**src/rtl/fan_lvl_pkg.sv**
```systemverilog
// shared types and constants for the fan level hysteresis controller
// used by fan_lvl_ctrl, fan_lvl_dp, the top level and the checker; no dependencies
package fan_lvl_pkg;

    localparam int MAX_LEVELS_DEF = 8;

    // port widths
    localparam int IN_FIELDS_W = 35;
    localparam int IN_TDATA_W  = 40;
    localparam int OUT_TDATA_W = 16;
    localparam int OUT_TUSER_W = 2;
    localparam int CFG_IDX_W   = 2;
    localparam int CFG_DATA_W  = 7;

    typedef enum logic [CFG_IDX_W-1:0] {
        CFG_BASE   = 2'd0,
        CFG_BIAS   = 2'd1,
        CFG_LEVELS = 2'd2
    } t_cfg_reg;

    localparam logic OP_SAMPLE = 1'b0;
    localparam logic OP_LOAD   = 1'b1;

    // reset values
    localparam logic [3:0] BASE_RST   = 4'd5;
    localparam logic [6:0] BIAS_RST   = 7'd5;
    localparam logic [3:0] LEVELS_RST = 4'd1;
    localparam logic [3:0] INTERVAL_RST = 4'd5;
    localparam logic [6:0] WD_RST     = 7'd30;

    localparam logic [6:0] WD_MULT     = 7'd6;
    localparam logic signed [8:0] JUMP_MIN = 9'sd2;
    localparam logic [3:0] FAST_INTERVAL = 4'd2;

    // x / 10 as (x * 419431) >> 22, exact for x below 699050
    localparam logic [37:0] DIV10_MUL   = 38'd419431;
    localparam int          DIV10_SHIFT = 22;
    // ceil(y / 10) as ((y + 9) * 205) >> 11, exact for sums below 1024
    localparam logic [9:0]  DEC_ROUND   = 10'd13;
    localparam logic [16:0] DEC_MUL     = 17'd205;
    localparam int          DEC_SHIFT   = 11;

    typedef struct packed {
        logic capture;
        logic load_entry;
        logic first;
        logic calc1;
        logic calc2;
        logic calc3;
        logic calc4;
        logic up_step;
        logic down_step;
        logic commit;
        logic load_out;
    } t_dp_cmd;

    typedef struct packed {
        logic started;
        logic hi_hit;
        logic lo_hit;
        logic at_top;
        logic at_zero;
    } t_dp_stat;

endpackage

```
**src/rtl/fan_level_hysteresis_controller.sv**
```systemverilog
// fan level controller: a load op goes via the emit state to the output register; a
// first sample runs init, downward walk, commit and emit; later ones four arithmetic
// steps, both table walks (one table entry per cycle, at most levels - 1 each), commit
// and emit. one transaction in flight; the next one is accepted while a result waits
// in the output register. synchronous active-low reset restores config defaults, clears
// the level index, bias and start flag; table contents stay undefined until loaded
module fan_level_hysteresis_controller #(
    parameter int MAX_LEVELS = fan_lvl_pkg::MAX_LEVELS_DEF
) (
    input  logic                               i_clk,
    input  logic                               i_rst_n,
    // sample / table load transactions
    input  logic                               s_axis_tvalid,
    output logic                               s_axis_tready,
    // [7:0] temperature, [10:8] entry_index, [18:11] entry_low,
    // [26:19] entry_high, [34:27] entry_fan_level, [39:35] zero
    input  logic [fan_lvl_pkg::IN_TDATA_W-1:0] s_axis_tdata,
    // [0] opcode
    input  logic                               s_axis_tuser,
    // result transactions
    output logic                               m_axis_tvalid,
    input  logic                               m_axis_tready,
    // [7:0] fan_level, [10:8] level_index, [14:11] next_interval, [15] zero
    output logic [fan_lvl_pkg::OUT_TDATA_W-1:0] m_axis_tdata,
    // [0] write_fan, [1] watchdog_refresh
    output logic [fan_lvl_pkg::OUT_TUSER_W-1:0] m_axis_tuser,
    // register writes, always taken
    input  logic                               i_cfg_valid,
    output logic                               o_cfg_ready,
    input  logic [fan_lvl_pkg::CFG_IDX_W-1:0]  i_cfg_index,
    input  logic [fan_lvl_pkg::CFG_DATA_W-1:0] i_cfg_data
);
    import fan_lvl_pkg::*;

    t_dp_cmd  cmd;
    t_dp_stat stat;

    logic [7:0] fan_level;
    logic [2:0] level_index;
    logic       write_fan;
    logic       watchdog;
    logic [3:0] next_interval;

    // sequencer: idle, first-sample init and downward walk or four arithmetic steps and
    // the two hysteresis walks, commit, then hand off to the output register (loads go direct)
    fan_lvl_ctrl u_ctrl (
        .i_clk       (i_clk),
        .i_rst_n     (i_rst_n),
        .i_in_valid  (s_axis_tvalid),
        .o_in_ready  (s_axis_tready),
        .i_opcode    (s_axis_tuser),
        .o_out_valid (m_axis_tvalid),
        .i_out_ready (m_axis_tready),
        .o_cmd       (cmd),
        .i_stat      (stat)
    );

    // datapath: table, bias multiply chain, watchdog and interval, output register
    fan_lvl_dp #(
        .MAX_LEVELS (MAX_LEVELS)
    ) u_dp (
        .i_clk           (i_clk),
        .i_rst_n         (i_rst_n),
        .i_cmd           (cmd),
        .o_stat          (stat),
        .i_fields        (s_axis_tdata[IN_FIELDS_W-1:0]),
        .i_cfg_we        (i_cfg_valid),
        .i_cfg_index     (i_cfg_index),
        .i_cfg_data      (i_cfg_data),
        .o_fan_level     (fan_level),
        .o_level_index   (level_index),
        .o_write_fan     (write_fan),
        .o_watchdog      (watchdog),
        .o_next_interval (next_interval)
    );

    // pack the result, padding bit kept at zero
    assign m_axis_tdata = {1'b0, next_interval, level_index, fan_level};
    assign m_axis_tuser = {watchdog, write_fan};

    // config registers are plain flops, a write always lands
    assign o_cfg_ready = 1'b1;

endmodule

```
**src/rtl/fan_lvl_ctrl.sv**
```systemverilog
// sequencer for the fan level controller: steps one transaction through the datapath
// depends on fan_lvl_pkg
module fan_lvl_ctrl (
    input  logic                  i_clk,
    input  logic                  i_rst_n,
    input  logic                  i_in_valid,
    output logic                  o_in_ready,
    input  logic                  i_opcode,
    output logic                  o_out_valid,
    input  logic                  i_out_ready,
    output fan_lvl_pkg::t_dp_cmd  o_cmd,
    input  fan_lvl_pkg::t_dp_stat i_stat
);
    import fan_lvl_pkg::*;

    typedef enum logic [3:0] {
        S_IDLE,
        S_FIRST,
        S_CALC1,
        S_CALC2,
        S_CALC3,
        S_CALC4,
        S_UP,
        S_DOWN,
        S_FIN,
        S_EMIT
    } t_state;

    t_state r_state, n_state;
    logic   r_out_valid, n_out_valid;

    always_comb begin
        o_cmd       = '0;
        n_state     = r_state;
        n_out_valid = r_out_valid & ~i_out_ready;
        case (r_state)
            S_IDLE: begin
                if (i_in_valid) begin
                    o_cmd.capture = 1'b1;
                    if (i_opcode == OP_LOAD) begin
                        o_cmd.load_entry = 1'b1;
                        n_state          = S_EMIT;
                    end else if (i_stat.started) begin
                        n_state = S_CALC1;
                    end else begin
                        n_state = S_FIRST;
                    end
                end
            end
            S_FIRST: begin
                o_cmd.first = 1'b1;
                n_state     = S_DOWN;
            end
            S_CALC1: begin
                o_cmd.calc1 = 1'b1;
                n_state     = S_CALC2;
            end
            S_CALC2: begin
                o_cmd.calc2 = 1'b1;
                n_state     = S_CALC3;
            end
            S_CALC3: begin
                o_cmd.calc3 = 1'b1;
                n_state     = S_CALC4;
            end
            S_CALC4: begin
                o_cmd.calc4 = 1'b1;
                n_state     = S_UP;
            end
            S_UP: begin
                o_cmd.up_step = 1'b1;
                if (!(i_stat.hi_hit && !i_stat.at_top)) begin
                    n_state = S_DOWN;
                end
            end
            S_DOWN: begin
                o_cmd.down_step = 1'b1;
                if (!(i_stat.lo_hit && !i_stat.at_zero)) begin
                    n_state = S_FIN;
                end
            end
            S_FIN: begin
                o_cmd.commit = 1'b1;
                n_state      = S_EMIT;
            end
            S_EMIT: begin
                if (!r_out_valid || i_out_ready) begin
                    o_cmd.load_out = 1'b1;
                    n_out_valid    = 1'b1;
                    n_state        = S_IDLE;
                end
            end
            default: begin
                n_state = S_IDLE;
            end
        endcase
    end

    always_ff @(posedge i_clk) begin
        if (!i_rst_n) begin
            r_state     <= S_IDLE;
            r_out_valid <= 1'b0;
        end else begin
            r_state     <= n_state;
            r_out_valid <= n_out_valid;
        end
    end

    assign o_in_ready  = (r_state == S_IDLE);
    assign o_out_valid = r_out_valid;

endmodule

```
**src/rtl/fan_lvl_dp.sv**
```systemverilog
// datapath of the fan level controller: config, level table, bias math, level walk
// depends on fan_lvl_pkg; driven by fan_lvl_ctrl
module fan_lvl_dp #(
    parameter int MAX_LEVELS = fan_lvl_pkg::MAX_LEVELS_DEF
) (
    input  logic                               i_clk,
    input  logic                               i_rst_n,
    input  fan_lvl_pkg::t_dp_cmd               i_cmd,
    output fan_lvl_pkg::t_dp_stat              o_stat,
    input  logic [fan_lvl_pkg::IN_FIELDS_W-1:0] i_fields,
    input  logic                               i_cfg_we,
    input  logic [fan_lvl_pkg::CFG_IDX_W-1:0]  i_cfg_index,
    input  logic [fan_lvl_pkg::CFG_DATA_W-1:0] i_cfg_data,
    output logic [7:0]                         o_fan_level,
    output logic [2:0]                         o_level_index,
    output logic                               o_write_fan,
    output logic                               o_watchdog,
    output logic [3:0]                         o_next_interval
);
    import fan_lvl_pkg::*;

    localparam int IW = $clog2(MAX_LEVELS);

    typedef struct packed {
        logic [7:0] lvl;
        logic [7:0] hi;
        logic [7:0] lo;
    } t_entry;

    // config
    logic [3:0] r_base;
    logic [6:0] r_bias_t;
    logic [3:0] r_levels;

    // persistent state
    t_entry          r_table [MAX_LEVELS];
    logic [IW-1:0]   r_ci;
    logic [7:0]      r_prev;
    logic [15:0]     r_bias;
    logic [3:0]      r_interval;
    logic [6:0]      r_wd_left;
    logic            r_started;

    // per transaction work registers
    logic [7:0]          r_temp;
    logic [IW-1:0]       r_idx;
    logic [3:0]          r_st;
    logic                r_wr;
    logic                r_wd;
    logic                r_jump;
    logic [11:0]         r_p1;
    logic [18:0]         r_p2;
    logic [5:0]          r_dec;
    logic signed [17:0]  r_btemp;

    // output register
    logic [7:0] r_out_level;
    logic [2:0] r_out_idx;
    logic       r_out_wr;
    logic       r_out_wd;
    logic [3:0] r_out_int;

    // input fields
    logic [7:0] in_temp;
    logic [2:0] in_eidx;
    logic [7:0] in_lo;
    logic [7:0] in_hi;
    logic [7:0] in_lvl;

    logic [3:0]         base_eff;
    logic [IW-1:0]      top;
    t_entry             entry;
    logic signed [7:0]  wd_sub;
    logic               wd_fire;
    logic [6:0]         wd_reload;
    logic signed [8:0]  diff;
    logic [8:0]         diff_m1;
    logic               jump;
    logic [3:0]         st_calc;
    logic [11:0]        p1;
    logic [18:0]        p2;
    logic [9:0]         dec_y;
    logic [16:0]        dec_prod;
    logic [37:0]        q_prod;
    logic signed [17:0] btemp;
    logic [15:0]        bias_dec;
    logic               load_ok;
    logic [31:0]        idx_wide;

    assign in_temp = i_fields[7:0];
    assign in_eidx = i_fields[10:8];
    assign in_lo   = i_fields[18:11];
    assign in_hi   = i_fields[26:19];
    assign in_lvl  = i_fields[34:27];

    assign base_eff = (r_base == 4'd0) ? 4'd1 : r_base;

    // top entry in use, levels saturated into 1..MAX_LEVELS
    always_comb begin
        if (r_levels == 4'd0) begin
            top = '0;
        end else if (32'(r_levels) > MAX_LEVELS) begin
            top = IW'(MAX_LEVELS - 1);
        end else begin
            top = IW'(r_levels - 4'd1);
        end
    end

    assign entry = r_table[r_idx];

    // watchdog countdown, can dip below zero after a base change
    assign wd_sub    = $signed({1'b0, r_wd_left}) - $signed({4'b0000, r_interval});
    assign wd_fire   = wd_sub <= $signed({4'b0000, base_eff});
    assign wd_reload = {3'b000, base_eff} * WD_MULT;

    assign diff    = $signed({r_temp[7], r_temp}) - $signed({r_prev[7], r_prev});
    assign diff_m1 = diff - 9'sd1;
    assign jump    = diff >= JUMP_MIN;

    always_comb begin
        if (jump) begin
            st_calc = (r_interval > FAST_INTERVAL) ? FAST_INTERVAL : r_interval;
        end else if (r_interval < base_eff) begin
            st_calc = r_interval + 4'd1;
        end else begin
            st_calc = r_interval;
        end
    end

    assign p1       = {8'b0, r_interval} * {4'b0, diff_m1[7:0]};
    assign p2       = {7'b0, r_p1} * {12'b0, r_bias_t};
    assign dec_y    = {1'b0, r_bias_t, 2'b00} + DEC_ROUND;
    assign dec_prod = {7'b0, dec_y} * DEC_MUL;
    // bias stays below 48388, so the quotient always fits 16 bits
    assign q_prod   = {19'b0, r_p2} * DIV10_MUL;
    assign btemp    = $signed({{10{r_temp[7]}}, r_temp}) + $signed({2'b00, r_bias});
    assign bias_dec = (r_bias > {10'b0, r_dec}) ? (r_bias - {10'b0, r_dec}) : 16'd0;

    assign load_ok  = 32'(in_eidx) < MAX_LEVELS;
    assign idx_wide = 32'(r_idx);

    assign o_stat.started = r_started;
    assign o_stat.hi_hit  = r_btemp >= $signed({{10{entry.hi[7]}}, entry.hi});
    assign o_stat.lo_hit  = r_btemp <= $signed({{10{entry.lo[7]}}, entry.lo});
    assign o_stat.at_top  = (r_idx == top);
    assign o_stat.at_zero = (r_idx == '0);

    // config and persistent state
    always_ff @(posedge i_clk) begin
        if (!i_rst_n) begin
            r_base     <= BASE_RST;
            r_bias_t   <= BIAS_RST;
            r_levels   <= LEVELS_RST;
            r_ci       <= '0;
            r_prev     <= 8'd0;
            r_bias     <= 16'd0;
            r_interval <= INTERVAL_RST;
            r_wd_left  <= WD_RST;
            r_started  <= 1'b0;
        end else begin
            if (i_cfg_we) begin
                case (t_cfg_reg'(i_cfg_index))
                    CFG_BASE:   r_base   <= i_cfg_data[3:0];
                    CFG_BIAS:   r_bias_t <= i_cfg_data;
                    CFG_LEVELS: r_levels <= i_cfg_data[3:0];
                    default: ;
                endcase
            end
            if (i_cmd.first) begin
                r_started <= 1'b1;
                r_wd_left <= wd_reload;
                r_bias    <= 16'd0;
            end
            if (i_cmd.calc1) begin
                r_wd_left <= wd_fire ? wd_reload : wd_sub[6:0];
            end
            if (i_cmd.calc3 && r_jump) begin
                r_bias <= q_prod[DIV10_SHIFT +: 16];
            end
            if (i_cmd.commit) begin
                r_ci       <= r_idx;
                r_interval <= r_st;
                r_prev     <= r_temp;
                if (r_bias != 16'd0) begin
                    r_bias <= bias_dec;
                end
            end
        end
    end

    // level table, undefined until loaded
    always_ff @(posedge i_clk) begin
        if (i_cmd.load_entry && load_ok) begin
            r_table[IW'(in_eidx)] <= '{lvl: in_lvl, hi: in_hi, lo: in_lo};
        end
    end

    // work registers and output register
    always_ff @(posedge i_clk) begin
        if (i_cmd.capture) begin
            r_temp <= in_temp;
            r_idx  <= r_ci;
            r_st   <= r_interval;
            r_wr   <= 1'b0;
            r_wd   <= 1'b0;
        end
        if (i_cmd.first) begin
            r_idx   <= top;
            r_btemp <= $signed({{10{r_temp[7]}}, r_temp});
            r_wr    <= 1'b1;
            r_wd    <= 1'b0;
            r_st    <= base_eff;
        end
        if (i_cmd.calc1) begin
            r_idx  <= (r_ci > top) ? top : r_ci;
            r_wr   <= wd_fire;
            r_wd   <= wd_fire;
            r_jump <= jump;
            r_p1   <= p1;
            r_st   <= st_calc;
        end
        if (i_cmd.calc2) begin
            r_p2  <= p2;
            r_dec <= dec_prod[DEC_SHIFT +: 6];
        end
        if (i_cmd.calc4) begin
            r_btemp <= btemp;
        end
        if (i_cmd.up_step && o_stat.hi_hit) begin
            r_wr <= 1'b1;
            if (!o_stat.at_top) begin
                r_idx <= r_idx + IW'(1);
            end
        end
        if (i_cmd.down_step && o_stat.lo_hit) begin
            r_wr <= 1'b1;
            r_st <= base_eff;
            if (!o_stat.at_zero) begin
                r_idx <= r_idx - IW'(1);
            end
        end
        if (i_cmd.load_out) begin
            r_out_level <= entry.lvl;
            r_out_idx   <= idx_wide[2:0];
            r_out_wr    <= r_wr;
            r_out_wd    <= r_wd;
            r_out_int   <= r_st;
        end
    end

    assign o_fan_level     = r_out_level;
    assign o_level_index   = r_out_idx;
    assign o_write_fan     = r_out_wr;
    assign o_watchdog      = r_out_wd;
    assign o_next_interval = r_out_int;

endmodule

```
**config.mk**
```make
export PLATFORM = sky130hd
export DESIGN_NAME = fan_level_hysteresis_controller
export DESIGN_NICKNAME = d
export VERILOG_FILES = /design/src/rtl/fan_lvl_pkg.sv /design/src/rtl/fan_level_hysteresis_controller.sv /design/src/rtl/fan_lvl_ctrl.sv /design/src/rtl/fan_lvl_dp.sv
export SDC_FILE = /design/constraint.sdc
export NUM_CORES = 1
export LEC_CHECK = 0
export BUFFER_PORTS_ARGS = -buffer_cell sky130_fd_sc_hd__buf_4
export CORE_ASPECT_RATIO = 1.1
export CORE_MARGIN = 2
export CORE_UTILIZATION = 45
export CTS_CLUSTER_DIAMETER = 120
export DETAILED_ROUTE_END_ITERATION = 10
export PLACE_DENSITY_LB_ADDON = 0.25
export SYNTH_ARGS = -nofsm -noshare
export SYNTH_HDL_FRONTEND = slang
export SYNTH_SLANG_ARGS = --single-unit
export TNS_END_PERCENT = 1
```
**constraint.sdc**
```tcl
create_clock -name i_clk -period 12.6 [get_ports i_clk]
set_clock_uncertainty 0.15 [all_clocks]
set_input_delay 1.89 -clock i_clk [delete_from_list [all_inputs] [get_ports i_clk]]
set_output_delay 1.89 -clock i_clk [all_outputs]
set_load 0.05 [all_outputs]
```
### Yosys cells after proc, flatten, opt, wreduce, memory -nomap -nowiden

Memories as Yosys holds them, arrays and structs flattened. A register that Yosys moved wholly into a read port is not among the register bits.
Index checks and enable logic that the tools add are counted.

| word-level totals | value |
|---|---|
| bits in registers | 149 |
| RAM bits | 192 |
| bits of input ports | 55 |
| output and inout bits | 21 |
| word-level logic and storage cells | 150 |
| memories | 1 |

Memory list:

| name | words | bits a word | read ports | clocked after Yosys merged registers in | write ports | line | RTL |
|---|---|---|---|---|---|---|---|
| u_dp.r_table | 8 | 24 | 1 | 1 | 1 | fan_lvl_dp.sv:36 | `t_entry r_table [MAX_LEVELS];` |

| operators by class | value |
|---|---|
| add/sub/neg operators | 10 |
| multiply operators | 5 |
| order comparisons | 9 |
| equal/unequal tests | 16 |
| multiplexer cells | 57 |
| bitwise gates (word level) | 2 |
| reduce and logical (&&, ||, !) cells | 24 |

Operator list:

| operator | count |
|---|---|
| 16-bit two-way mux | 5 |
| 4-bit two-way mux | 13 |
| 4-bit one-hot mux with 10 select lines | 1 |
| 19-bit by 19-bit multiplier with 38-bit output, second input constant | 1 |
| 18-bit two-way mux | 2 |
| 3-bit two-way mux | 10 |
| 7-bit two-way mux | 3 |
| 1-bit two-way mux | 20 |
| 12-bit by 7-bit multiplier with 19-bit output | 1 |
| 8-bit by 17-bit adder with 18-bit output | 1 |
| 18-bit by 8-bit greater-or-equal comparator with 1-bit output | 1 |
| 18-bit by 8-bit <= comparator with 1-bit output | 1 |
| 10-bit by 8-bit multiplier with 17-bit output, second input constant | 1 |
| 4-bit by 3-bit == test with 1-bit output, second input constant | 4 |
| 16-bit by 6-bit greater-than comparator with 1-bit output | 1 |
| 16-bit nonzero test | 1 |
| 16-bit by 6-bit subtractor with 16-bit output | 1 |
| 4-bit logical NOT | 3 |
| 4-bit by 8-bit multiplier with 12-bit output | 1 |
| 9-bit by 4-bit adder with 10-bit output, second input constant | 1 |
| 9-bit by 3-bit greater-or-equal comparator with 1-bit output, second input constant | 1 |
| 8-bit by 8-bit subtractor with 9-bit output | 1 |
| 4-bit by 2-bit == test with 1-bit output, second input constant | 2 |
| 4-bit == test, second input constant | 2 |
| other kinds (31) | 45 |

### Depth between registers and ports, before layout

Gate-level depths: netlist (run 1).

| depth | value |
|---|---|
| word-level depth | 10 |
| gate-level depth with buffers | 22 |
| gate-level depth less buffers | 22 |

### By module

From an unflattened synthesis (run 1), not the netlist that was laid out.

| unflattened totals | value |
|---|---|
| cells, all modules | 2471 |
| area, all modules | 27666.5 µm² |

Modules (own cells, without submodules):

| module | instances | cells each | area an instance (µm²) | seq. area each (µm²) |
|---|---|---|---|---|
| fan_lvl_dp | 1 | 2407 | 27212.3 | 9509.1 |
| fan_lvl_ctrl | 1 | 58 | 416.6 | 100.1 |
| fan_level_hysteresis_controller | 1 | 6 | 37.5 | 0.0 |

### Worst setup path after synthesis (run 1)

Ideal clock, no wire load.

| timing path | value |
|---|---|
| kind | reg-to-reg |
| start | reg u_dp.r_p2[5] |
| end | reg u_dp.r_bias[15] |
| setup time | 0.141 ns |
| arrival time | 5.430 ns |
| required time | 12.309 ns |
| path slack | 6.879 ns |
| stages on the path, launching flop included | 21 |
| buffers on the path | 0 |
| clock period less this slack | 5.721 ns |
| path through | edfxtp_1 -> ha_1 -> xor2_1 -> ha_1 -> or2_2 -> fa_1 -> fa_1 -> inv_1 -> fa_1 -> fa_1 -> inv_1 -> ha_1 -> a21oi_1 -> o21ai_0 -> a211oi_1 -> o21ai_0 -> nor2_1 -> o211ai_1 -> a21oi_1 -> mux2i_1 -> a311oi_1 |

| on the way | value |
|---|---|
| longest elaborated chain between the ends | 4 |

Ends and longest elaborated chain:

| item | line | RTL |
|---|---|---|
| start: declaration | fan_lvl_dp.sv:52 | `logic [18:0] r_p2;` |
| start signal: assignment | fan_lvl_dp.sv:223 | `r_p2 <= p2;` |
| 19-bit by 19-bit multiplier with 38-bit output (*) | fan_lvl_dp.sv:135 | `assign q_prod = {19'b0, r_p2} * DIV10_MUL;` |
| 16-bit two-way mux (*) | fan_lvl_dp.sv:177 | `if (i_cmd.calc3 && r_jump) begin` |
| 16-bit two-way mux | fan_lvl_dp.sv:184 | `if (r_bias != 16'd0) begin` |
| 16-bit two-way mux (*) | fan_lvl_dp.sv:180 | `if (i_cmd.commit) begin` |
| end signal: assignment | fan_lvl_dp.sv:178 | `r_bias <= q_prod[DIV10_SHIFT +: 16];` |
| end signal: assignment | fan_lvl_dp.sv:185 | `r_bias <= bias_dec;` |
| end: declaration | fan_lvl_dp.sv:39 | `logic [15:0] r_bias;` |

Every way passes the cells marked *; elsewhere a longest branch is shown, timed or not.
A chain may end at the register's enable or synchronous reset.

### Worst setup path after layout (run 1)

| timing path | value |
|---|---|
| start | reg u_dp.r_p2[2] |
| end | reg u_dp.r_bias[5] |

Same word-level chain as after synthesis.

==> results.txt, run 1 <==
The flow ran to the end, and the final reports show no timing, DRC or antenna violations. In this run the worst path has a maximum fanout of 7. The first TritonRoute pass finished after 5 iterations. The die is 238.4 µm wide.

The most frequently used flop master after synthesis is edfxtp_1. The multiplexer share of the synthesized area is 5.397%. The tools report the aggregate global routing overflow as 0.

The number of cells on the worst hold path was 0. The area growth from synthesis to layout is 9.640%. The sequential standard cell area is 9614 µm².

Buffers added to address setup during post-CTS repair amount to 0. No sink is reached through more buffers than the 3 on the longest clock path. The initial core utilization is 45.51%, and the cell row count is 94.

The Yosys step of the flow raised 0 warnings. The number of endpoints with negative hold slack in the final report is 0, and the top cell type's share of synthesized area is 30.70%. All-layer global routing usage: 19.60%. After routing the design area is 29810 µm². Counting instances in the post-synthesis netlist gives the leading cell types as 394 x inv_1, 353 x ha_1, 278 x edfxtp_1, 207 x nand2_1, 206 x fa_1. The clock drives 341 sinks.

The tools report the count of cell types in the netlist as 81. The tightest min-delay check is of the flip-flop to flip-flop type. The critical register-to-register path endpoint was u_dp.r_bias[5].

After detailed placement, the total cell area comes to 28580 µm². The share of the clock period used by the worst path after layout is 54.37%, and the number of vias in the routed layout is 17880. Routed via count divided by cell count: 5.371. The tools report the worst max-slew margin expressed relative to the limit as 15.30%. The arrival time at the worst endpoint is 7.10 ns. The initial antenna violation count is 1, and the share of synthesized flip-flops with an asynchronous set or reset is 0%. For hold timing, the worst endpoint is u_dp.o_watchdog. Sequential elements use 35.34% of the synthesized area.

Most frequent cell after synthesis: inv_1. Total of endpoints with negative setup slack in the final report: 0. The most repeated library cell on the critical path was fa_1. Yosys mapped a number of flops with a built-in enable equal to 278. Summed over all instances, the cell type with the most area after synthesis is edfxtp_1.

By area the synthesized netlist is led by edfxtp_1 31%, ha_1 16%, fa_1 15%, inv_1 5.4%, dfxtp_1 4.6%. The insertion delay to the later sink of the worst-skew pair came out at 0.57 ns. The tree is rooted in a clkbuf_16. In the final layout, the multi-input gates occupy 15910 µm². The share of final-layout standard cells stronger than drive strength 1 was 9.055%.

Counting the buffers created by CTS gives 39. The setup TNS after final layout is 0 ns. In this run the remaining antenna-violating nets after routing total 0. The final critical-path required period is 6.851 ns, and the placer congestion estimate is 0.8517. Entering global routing, the biggest net connects 45 pins. The detail-routed net length per standard cell came out at 18.01 µm. The run gives 0 as the count of antenna diodes in the layout. The tools report the number of slew-limit violations in the final report as 0.

In the final design database the tool counted 3147 nets. Of the total synthesized cell area, the portion taken by full adders, half adders and majority gates is 31.41%. After clock tree synthesis, the clock-pin slew on the worst setup and hold paths is 0.06 ns.

The critical path contains buffers and inverters numbering 2 combined. The average size of a mapped cell was 11.01 µm²; the final wirelength was 59.98 mm. The number of fill cells was 5293.

By area, the combinational part of the netlist is dominated by adder cells. The die is 261.8 µm tall. The first global-routing pass estimated 97.28 mm of wire. In this run the count of I/O pins placed on the die edge is 76.

Walking the worst path, the cells encountered are ha_1 > xor2_1 > ha_1 > fa_1 > fa_1 > fa_1 > inv_1 > fa_1 > inv_1 > ha_1 > a21oi_1 > nand2_1 > a211oi_1 > a21oi_1 > o221ai_1 > a21oi_1 > xor2_1 > a221oi_1 > nor3_1. STA classifies the critical path endpoint as a flip-flop. The core footprint was 59750 µm²; the number of hold buffers added after CTS was 0. The worst register-to-register path has a depth of 19. The synthesized netlist devotes 3.350% of its cell area to XOR and XNOR gates. For the CTS H-tree depth, the log shows 2.

The top cell family by delay on the critical path is adder cells. TritonCTS built the clock tree. For this run, design rule violations remaining after detail routing come to 0. The library cell contributing the largest single delay on the critical path was a211oi_1.

Setup repair after global routing left no endpoint under its margin. The run gives 62410 µm² as the die outline area. The tools report the critical path required time as 12.85 ns.

Total of buffers placed on input and output ports: 68. The number of global-route vias before repair came out at 18780. For this run, the slowest stage of the critical path takes 0.67 ns. The source of the worst hold timing path is u_dp.r_wd. The detailed router finished its first iteration with 833 violations. The logs give 2469 for the gate count of the mapped netlist and 0 for the number of gates resized after CTS. The kind of critical path was flip-flop to flip-flop.

The worst setup path is launched from a flip-flop. In this run the critical register-to-register path is launched from u_dp.r_p2[2]. In this run the cell area of the synthesized design comes to 27190 µm². The synthesized-area fraction occupied by ao, oa, aoi and oai cells came out at 8.181%. The maximum clock frequency came out at 146.0 MHz. When the netlist entered floorplanning its net count stood at 3083. In this run, synthesis produced a sequential element count of 341. For the pin with the worst max-slew slack, the measured transition is 1.269 ns.

Max-cap violations in this run came to 0. Across all register-to-register paths, the minimum setup slack is 5.75 ns. Of the total synthesized cell area, the portion taken by AND, OR, NAND and NOR gates is 9.930%. The wire-length estimate of the detail-placed layout is 45.77 mm.
## worst max-delay path by stage
| stage | start | to | slack, ns | cells past startpoint |
|---|---|---|---|---|
| 6_report | u_dp.r_p2[2] | u_dp.r_bias[5] | 5.75 | 19 |
| 3_3_place_gp | u_dp.r_p2[4] | u_dp.r_bias[15] | 5.89 | 20 |
| 5_1_grt | u_dp.r_p2[2] | u_dp.r_bias[7] | 5.25 | 19 |
| 4_1_cts | u_dp.r_p2[4] | u_dp.r_bias[15] | 5.75 | 20 |
| 3_5_place_dp | u_dp.r_p2[5] | u_dp.r_bias[15] | 5.81 | 20 |
| 2_1_floorplan | u_dp.r_p2[5] | u_dp.r_bias[15] | 6.88 | 20 |
## through the flow
stage / setup WS, ns / instances / utilization [%] / hold slack [ns]
after CTS: 5.755 / 3330 / 49.90 / 0.2909
after floorplan: 6.879 / 2469 / - / 0.2503
after global placement: 5.892 / 3260 / 47.83 / 0.2705
final: 5.749 / 3330 / 49.90 / 0.2831
after global routing: 5.250 / 3330 / 49.90 / 0.2964
after detailed placement: 5.811 / 3260 / 47.83 / 0.2639
## cells by family (layout without fill, tap and decap cells)
family / after synthesis / in the layout
mux: 86 / 86
other cells: 2 / 2
fa+ha+maj: 559 / 559
flops: 341 / 341
compound gates: 355 / 355
simple gates: 566 / 566
buf+inv: 456 / 549
xor+xnor: 104 / 104
## placed cells by master, fill, tap and decap left out, types with 33 or more instances in the layout
cell type  synthesis  final
edfxtp_1         278    278
xor2_1            49     49
xnor2_1           55     55
clkbuf_16          0     40
o21ai_0           66     66
fa_1             206    206
nor2_1           110    103
mux2i_1           33     33
inv_1            394    394
a21oi_1          131    131
nand2_1          207    207
and2_1            53     53
ha_1             353    353
buf_4              5     80
dfxtp_1           63     61
nand3_1           38     38
nor3_1            40     38
mux4_2            48     48
## sequential cells by signal, indices dropped and copies added, names as in the netlist, 4 cells and up
| signal | cells |
|---|---|
| u_dp.r_dec | 6 |
| u_ctrl.r_state | 4 |
| u_dp.r_table | 192 |
| u_dp.o_fan_level | 8 |
| u_dp.r_temp | 8 |
| u_dp.r_bias | 16 |
| u_dp.r_btemp | 18 |
| u_dp.r_prev | 8 |
| u_dp.r_p2 | 19 |
| u_dp.r_p1 | 12 |
| u_dp.r_bias_t | 7 |
| u_dp.r_base | 4 |
| u_dp.r_st | 4 |
| u_dp.r_levels | 4 |
| u_dp.r_wd_left | 7 |
| u_dp.r_interval | 4 |
| u_dp.o_next_interval | 4 |
## routing by layer
metal | global-route usage, % | routed length, µm | vias up
li1 | - | - | 8626
met1 | 23.78 | 24960 | 8825
met2 | 35.68 | 30910 | 317
met3 | 3.078 | 2272 | 114
met4 | 6.354 | 1822 | 2
met5 | 0 | 16 | -
## cell type report
class | count | share of cell area (%)
tap | 768 | 3.223
clock buffer | 46 | 3.467
clock inverter | 24 | 0.6715
timing repair buffer | 80 | 2.014
sequential | 341 | 32.25
inverter | 399 | 5.024
multi-input combinational | 1672 | 53.35
## worst reg2reg max path, cell delays in order, from the launching register on
cell      delay, ns
edfxtp_1       0.53
ha_1           0.43
xor2_1         0.27
ha_1           0.33
fa_1           0.53
fa_1           0.53
fa_1           0.54
inv_1          0.05
fa_1           0.52
inv_1          0.04
ha_1           0.33
a21oi_1        0.25
nand2_1        0.11
a211oi_1       0.67
a21oi_1        0.27
o221ai_1       0.35
a21oi_1        0.21
xor2_1         0.20
a221oi_1       0.27
nor3_1         0.09
Power of run 1 is not shown: default switching activity piles up to over one toggle a cycle in this logic, so the estimate is an artifact.
==> run 2, diff against run 1 <==
- clock period: 12.6 -> 5.7 ns (I/O delays scaled with it)
==> results.txt, run 2 (same netlist as run 1, synthesis figures left out) <==
The flow ran to the end, but the final reports show violations. The final reports fail on negative setup slack. The die covers 62410 µm². The detail-routed net length per standard cell came out at 18.02 µm. The run gives 0 as the number of slew-limit violations in the final report. Leaving out fill and tap cells, the most frequent cells in the layout are 392 x inv_1, 326 x ha_1, 278 x edfxtp_1.

The number of vias in the routed layout came out at 18710. The tools report the final wirelength as 62.93 mm. The run gives -0.004446 ns as the worst-case setup margin in the final layout. The clock root buffer is clkbuf_16. The cell row count is 94. The clock slew at the register clock pins of the worst setup and hold paths is 0.06 ns, and the first-pass GRT wire length is 102.4 mm. The detailed-router iteration count before antenna repair is 5, and the share of final-layout standard cells stronger than drive strength 1 is 16.84%. The buffer depth of the longest clock path came out at 3. Global routing consumed, over all layers together, 20.68% of the routing resources. The most common library cell in the layout ignoring fill and taps is inv_1. The number of endpoints with negative hold slack in the final report is 0. After detailed routing, the number of vias per cell comes to 5.357.

Summed over all failing endpoints, the final setup total negative slack is -0.004446 ns. The tightest hold path in the finished design has a slack of 0.2797 ns. After layout, the worst path uses 100.1% of the clock period. Entering global routing, the biggest net connects 52 pins.

Hold repair after CTS inserted 0 buffers. In this run the critical register-to-register path is captured at u_dp.r_bias[15]. The worst hold path belongs to the class flip-flop to flip-flop. For this run the aggregate overflow at the end of global routing stands at 0. The number of cells on the worst reg-to-reg path is 20.

The tools report the number of global-route vias before repair as 19850. The kind of critical path is flip-flop to flip-flop. The initial antenna violation count was 1; the number of fill cells was 5136.

The placer congestion estimate was 0.8903; the total of buffers placed on input and output ports was 68. Total of endpoints with negative setup slack in the final report: 1. Counting instances, the worst hold path has a depth of 0.

The repair_antennas step left the layout with diodes totalling 0. The register with the most flip-flops in the layout has 192 of them. The startpoint identified for the worst register-to-register timing path is u_dp.r_p2[10]. The die width was 238.4 µm; the core footprint was 59750 µm².

Residual antenna-violating net count after detailed routing: 0. The tool flagged a number of max-cap violations equal to 0. The initial utilization of the core area, before any placement, comes to 45.51%. The I/O pin count came out at 76. Ranked by flip-flop count, first place goes to u_dp.r_table. Setup slack of the worst register-to-register path: -0.004 ns.

The floorplan step set the die height to 261.8 µm. The run gives 3309 as the layout net count. Setup repair after global routing could not meet its margin everywhere. The total DRC errors in the routed layout is 0, and the arrival time at the worst endpoint is 6.02 ns. Timing would allow up to 175.3 MHz.

In this run the worst path has a maximum fanout of 3. The path with the worst hold slack has its endpoint at u_dp.o_watchdog. Clock tree synthesis found a total of 341 sinks.

The clock reaches the later pin of the worst-skew pair after 0.57 ns. Clock tree synthesis inserted a total of 39 buffers. STA classifies the critical path endpoint as a flip-flop. The transition time at the pin with the least slew margin came out at 1.249 ns.

The tools report the CTS H-tree depth as 2. Detailed placement ended at an HPWL of 48.29 mm. The worst setup path is launched from a flip-flop. TritonCTS built the clock tree. The growth of design area from synthesis to finish was 16.48%; the final critical-path required period was 5.704 ns. Headroom to the max-slew limit came out at 16.44%.

The largest registers in the layout are u_dp.r_table (192), u_dp.r_p2 (19), u_dp.r_btemp (18). Violation count after the first detailed-routing iteration: 815. The startpoint identified for the worst hold timing path is u_dp.r_wd. For the critical path required time, the log shows 6.02 ns.
run 2: how the worst max path moves through the flow:
stage,startpoint,endpoint,slack [ns],depth (start not counted)
after floorplan,u_dp.r_p2[2],u_dp.r_bias[15],0.01,20
after global placement,u_dp.r_p2[9],u_dp.r_bias[7],-0.57,21
after detailed placement,u_dp.r_p2[9],u_dp.r_bias[7],-0.65,21
after CTS,u_dp.r_p2[8],u_dp.r_bias[15],-0.007,21
after global routing,u_dp.r_p2[14],u_dp.r_bias[0],-0.24,21
final,u_dp.r_p2[10],u_dp.r_bias[15],-0.004,20
run 2: layout make-up:
class,instances,area (µm²),share of cell area [%]
sequential,341,9614,30.35
clock inverter,19,190.2,0.6004
timing repair buffer,242,1843,5.819
clock buffer,52,1046,3.302
tap,768,960.9,3.034
inverter,399,1498,4.728
multi-input combinational,1672,16520,52.16
run 2: routing by layer:
metal  GRT usage [%]  vias to the layer above  routed length (µm)
met3           3.193                      106                2613
met4           5.851                        2                1651
li1                -                     8958                   -
met2           38.22                      374               32890
met5               0                        -                  16
met1           24.99                     9271               25760
run 2: timing repair:
action	CTS	global route
gates resized for setup	87	14
pin swaps	64	8
endpoints found under the setup margin	16	16
buffers inserted	20	1
run 2: critical path, cell delays in order (launching register included):
cell and delay (ns):
edfxtp_1 0.42, buf_6 0.15, ha_4 0.24, fa_1 0.53
inv_1 0.05, fa_1 0.53, inv_1 0.06, fa_1 0.51
fa_1 0.44, fa_1 0.50, ha_1 0.38, nand3_4 0.10
o22ai_4 0.20, a211oi_4 0.09, buf_6 0.14, a211oi_4 0.28
nor2_2 0.08, o211ai_1 0.22, a21oi_1 0.12, mux2i_1 0.13
a311oi_1 0.26
run 2: stage by stage:
| stage | instances | setup WS (ns) | utilization [%] | area (µm²) |
|---|---|---|---|---|
| floorplan | 2469 | 0.01014 | - | 27200 |
| finish | 3493 | -0.004446 | 53.01 | 31670 |
| global route | 3493 | -0.2443 | 53.01 | 31670 |
| CTS | 3492 | -0.006563 | 52.88 | 31590 |
| global placement | 3401 | -0.5690 | 49.60 | 29640 |
| detailed placement | 3401 | -0.6544 | 49.60 | 29640 |
Power of run 2 is left out for the same reason.
==> run 3, diff against run 2 <==
- MAX_ROUTING_LAYER: not set -> met4
==> results.txt, run 3 (same netlist as run 1, synthesis figures left out) <==
Hold repair after CTS inserted 0 buffers. The finished layout holds 3494 standard cells, fillers aside. The detailed-placement wirelength estimate came out at 48.40 mm. The slowest stage of the critical path is the fa_1 cell. The signal on the critical path passes through buf_6 > ha_1 > xor2_1 > ha_1 > or2_2 > fa_1 > fa_1 > fa_1 > inv_1 > fa_1 > inv_1 > ha_1 > buf_4 > and3_4 > nand3_4 > a211oi_2 > nor2_2 > o211ai_1 > a21oi_1 > mux2i_1 > a311oi_1. Initial antenna violation count: 0. The die width was 238.4 µm; the total of endpoints with negative setup slack in the final report was 1.

CTS built an H-tree with a depth of 2. The total of buffers placed on input and output ports came out at 68. The tools report the source of the worst hold timing path as u_dp.r_wr.

For the number of global-route vias before repair, the log shows 19910. Registers take 9615 µm². The worst min-delay path class is flip-flop to flip-flop.

In the final layout, the share of cells above drive strength 1 is 16.98%. Critical register-to-register path endpoint: u_dp.r_bias[15]. At the worst endpoint, the required time is 6.01 ns.

The net count of the finished layout is 3310. The number of placed instances, taps included, is 3402. The layout has 5128 filler cells. The startpoint identified for the worst register-to-register timing path is u_dp.r_p2[2]. The die height is 261.8 µm, and the stage delay of the slowest cell on the critical path is 0.53 ns.

In this run the remaining antenna-violating nets after routing total 0. The run gives 18630 as the number of vias in the routed layout. The run gives 38 as the clock buffer count from CTS. The arrival time at the worst endpoint came out at 6.03 ns. The final reports fail on negative setup slack. Max-cap violations in this run came to 0.

After global routing the overflow that remains totals 0. Counting flops per register, the top entry is u_dp.r_table. The most repeated library cell on the critical path was fa_1.

The most common library cell in the layout ignoring fill and taps is inv_1. The tree is rooted in a clkbuf_16. Endpoint class of the critical path: a flip-flop. No sink is reached through more buffers than the 3 on the longest clock path.

The smallest clock period supported by the final layout is computed as 5.716 ns. For the core footprint, the log shows 59750 µm². TritonCTS built the clock tree.

The library cells used most frequently in the layout, excluding fill and tap cells, are 390 x inv_1, 327 x ha_1, 278 x edfxtp_1. Dividing the detail-routed wire length by the instance count gives 17.84 µm. The register with the most flip-flops in the layout has 192 of them. STA classifies the critical path startpoint as a flip-flop.

The setup slack of the worst register-to-register path is -0.02 ns, and the routed via count divided by cell count is 5.332. The clock slew at the register clock pins of the worst setup and hold paths was 0.06 ns; the share of the clock period used by the worst path after layout was 100.3%. The detailed-router iteration count before antenna repair is 5, and the first-pass GRT wire length is 102.5 mm.

For the pin with the worst max-slew slack, the measured transition is 1.299 ns. Cell row count: 94. Maximum number of pins on one net before global-route repair: 52. The run gives 62410 µm² as the die outline area.

The largest registers in the layout are u_dp.r_table (192), u_dp.r_p2 (19), u_dp.r_btemp (18). The area growth from synthesis to layout is 16.22%. The path with the worst hold slack has its endpoint at u_dp.o_write_fan. Count of antenna diodes in the layout: 0. The critical path in this run is classified as flip-flop to flip-flop. The first routing iteration left 986 violations. The logs give 13.08% for the worst max-slew margin expressed relative to the limit and 0.56 ns for the insertion delay to the later sink of the worst-skew pair. The multi-input combinational cell area is 16440 µm², and the I/O pin count is 76. Setup repair after global routing could not meet its margin everywhere. Counting instances, the worst hold path has a depth of 0. The logs give 0 for the number of endpoints with negative hold slack in the final report and 21.23% for the all-layer global routing usage. The logs give -0.01608 ns for the worst-case setup margin in the final layout and 0.9036 for the placer congestion estimate.

The flow ran to the end, but the final reports show violations. The number of slew-limit violations in the final report came out at 0. Along the worst path, the maximum fanout reaches 4. The initial core utilization is 45.51%, and the maximum clock frequency is 174.9 MHz. The tree built by TritonCTS fans out to 341 sinks.

After detailed routing, the number of remaining DRC violations is 0. The count of cells along the worst register-to-register path came out at 21. After detailed routing, the total wire length is 62.33 mm.
## run 3: cell count changes in the layout (fill, tap and decap cells not counted), moves of 4 or more
cell,previous run,this run
clkinvlp_4,0,4
clkinv_1,8,4
a21oi_4,7,2
a21oi_2,8,14
clkbuf_8,0,4
clkinv_2,7,3
## run 3: metal layers
metal	global-route usage (%)	share of wire [%]	vias up	wire length, µm
met5	-	0	-	0
li1	-	-	8955	-
met1	25.26	42	9196	26080
met4	7.274	3.5	0	2212
met2	37.07	51	352	31610
met3	2.983	3.9	127	2426
## run 3: through the flow
step | setup TNS (ns) | setup slack [ns] | hold slack [ns] | area (µm²) | util, %
after floorplan | 0 | 0.01014 | 0.2503 | 27200 | -
after global placement | -5.829 | -0.5720 | 0.2904 | 29640 | 49.61
after detailed placement | -6.502 | -0.5983 | 0.2914 | 29640 | 49.61
after CTS | -0.01390 | -0.01052 | 0.2994 | 31560 | 52.82
after global routing | -2.672 | -0.2637 | 0.3023 | 31600 | 52.89
final | -0.01608 | -0.01608 | 0.3014 | 31600 | 52.89
## run 3: worst max-delay path by stage
stage | start | endpoint | cells past startpoint
CTS | u_dp.r_p2[2] | u_dp.r_bias[15] | 21
floorplan | u_dp.r_p2[2] | u_dp.r_bias[15] | 20
detailed placement | u_dp.r_p2[9] | u_dp.r_bias[7] | 21
global placement | u_dp.r_p2[9] | u_dp.r_bias[7] | 21
global route | u_dp.r_p2[12] | u_dp.r_bias[15] | 20
finish | u_dp.r_p2[2] | u_dp.r_bias[15] | 21
## run 3: timing repair
action                                  in CTS  in global routing
endpoints found under the setup margin      16                 17
resized for setup                           79                  9
pin swaps                                   73                  5
setup buffers                               21                  1
## run 3: layout make-up
cell class	count	area share, %
multi-input combinational	1672	52.03
timing repair buffer	244	5.868
inverter	399	4.739
clock buffer	57	3.429
sequential	341	30.43
clock inverter	13	0.4632
tap	768	3.041
## run 3: critical path, delay by kind of cell, from the launching register on
family	cells	cell delay, ns
flops	1	0.46
simple gates	4	0.71
xor+xnor	1	0.19
mux	1	0.15
fa+ha+maj	7	2.68
compound gates	4	0.85
buf+inv	4	0.41
Power of run 3 is left out for the same reason.
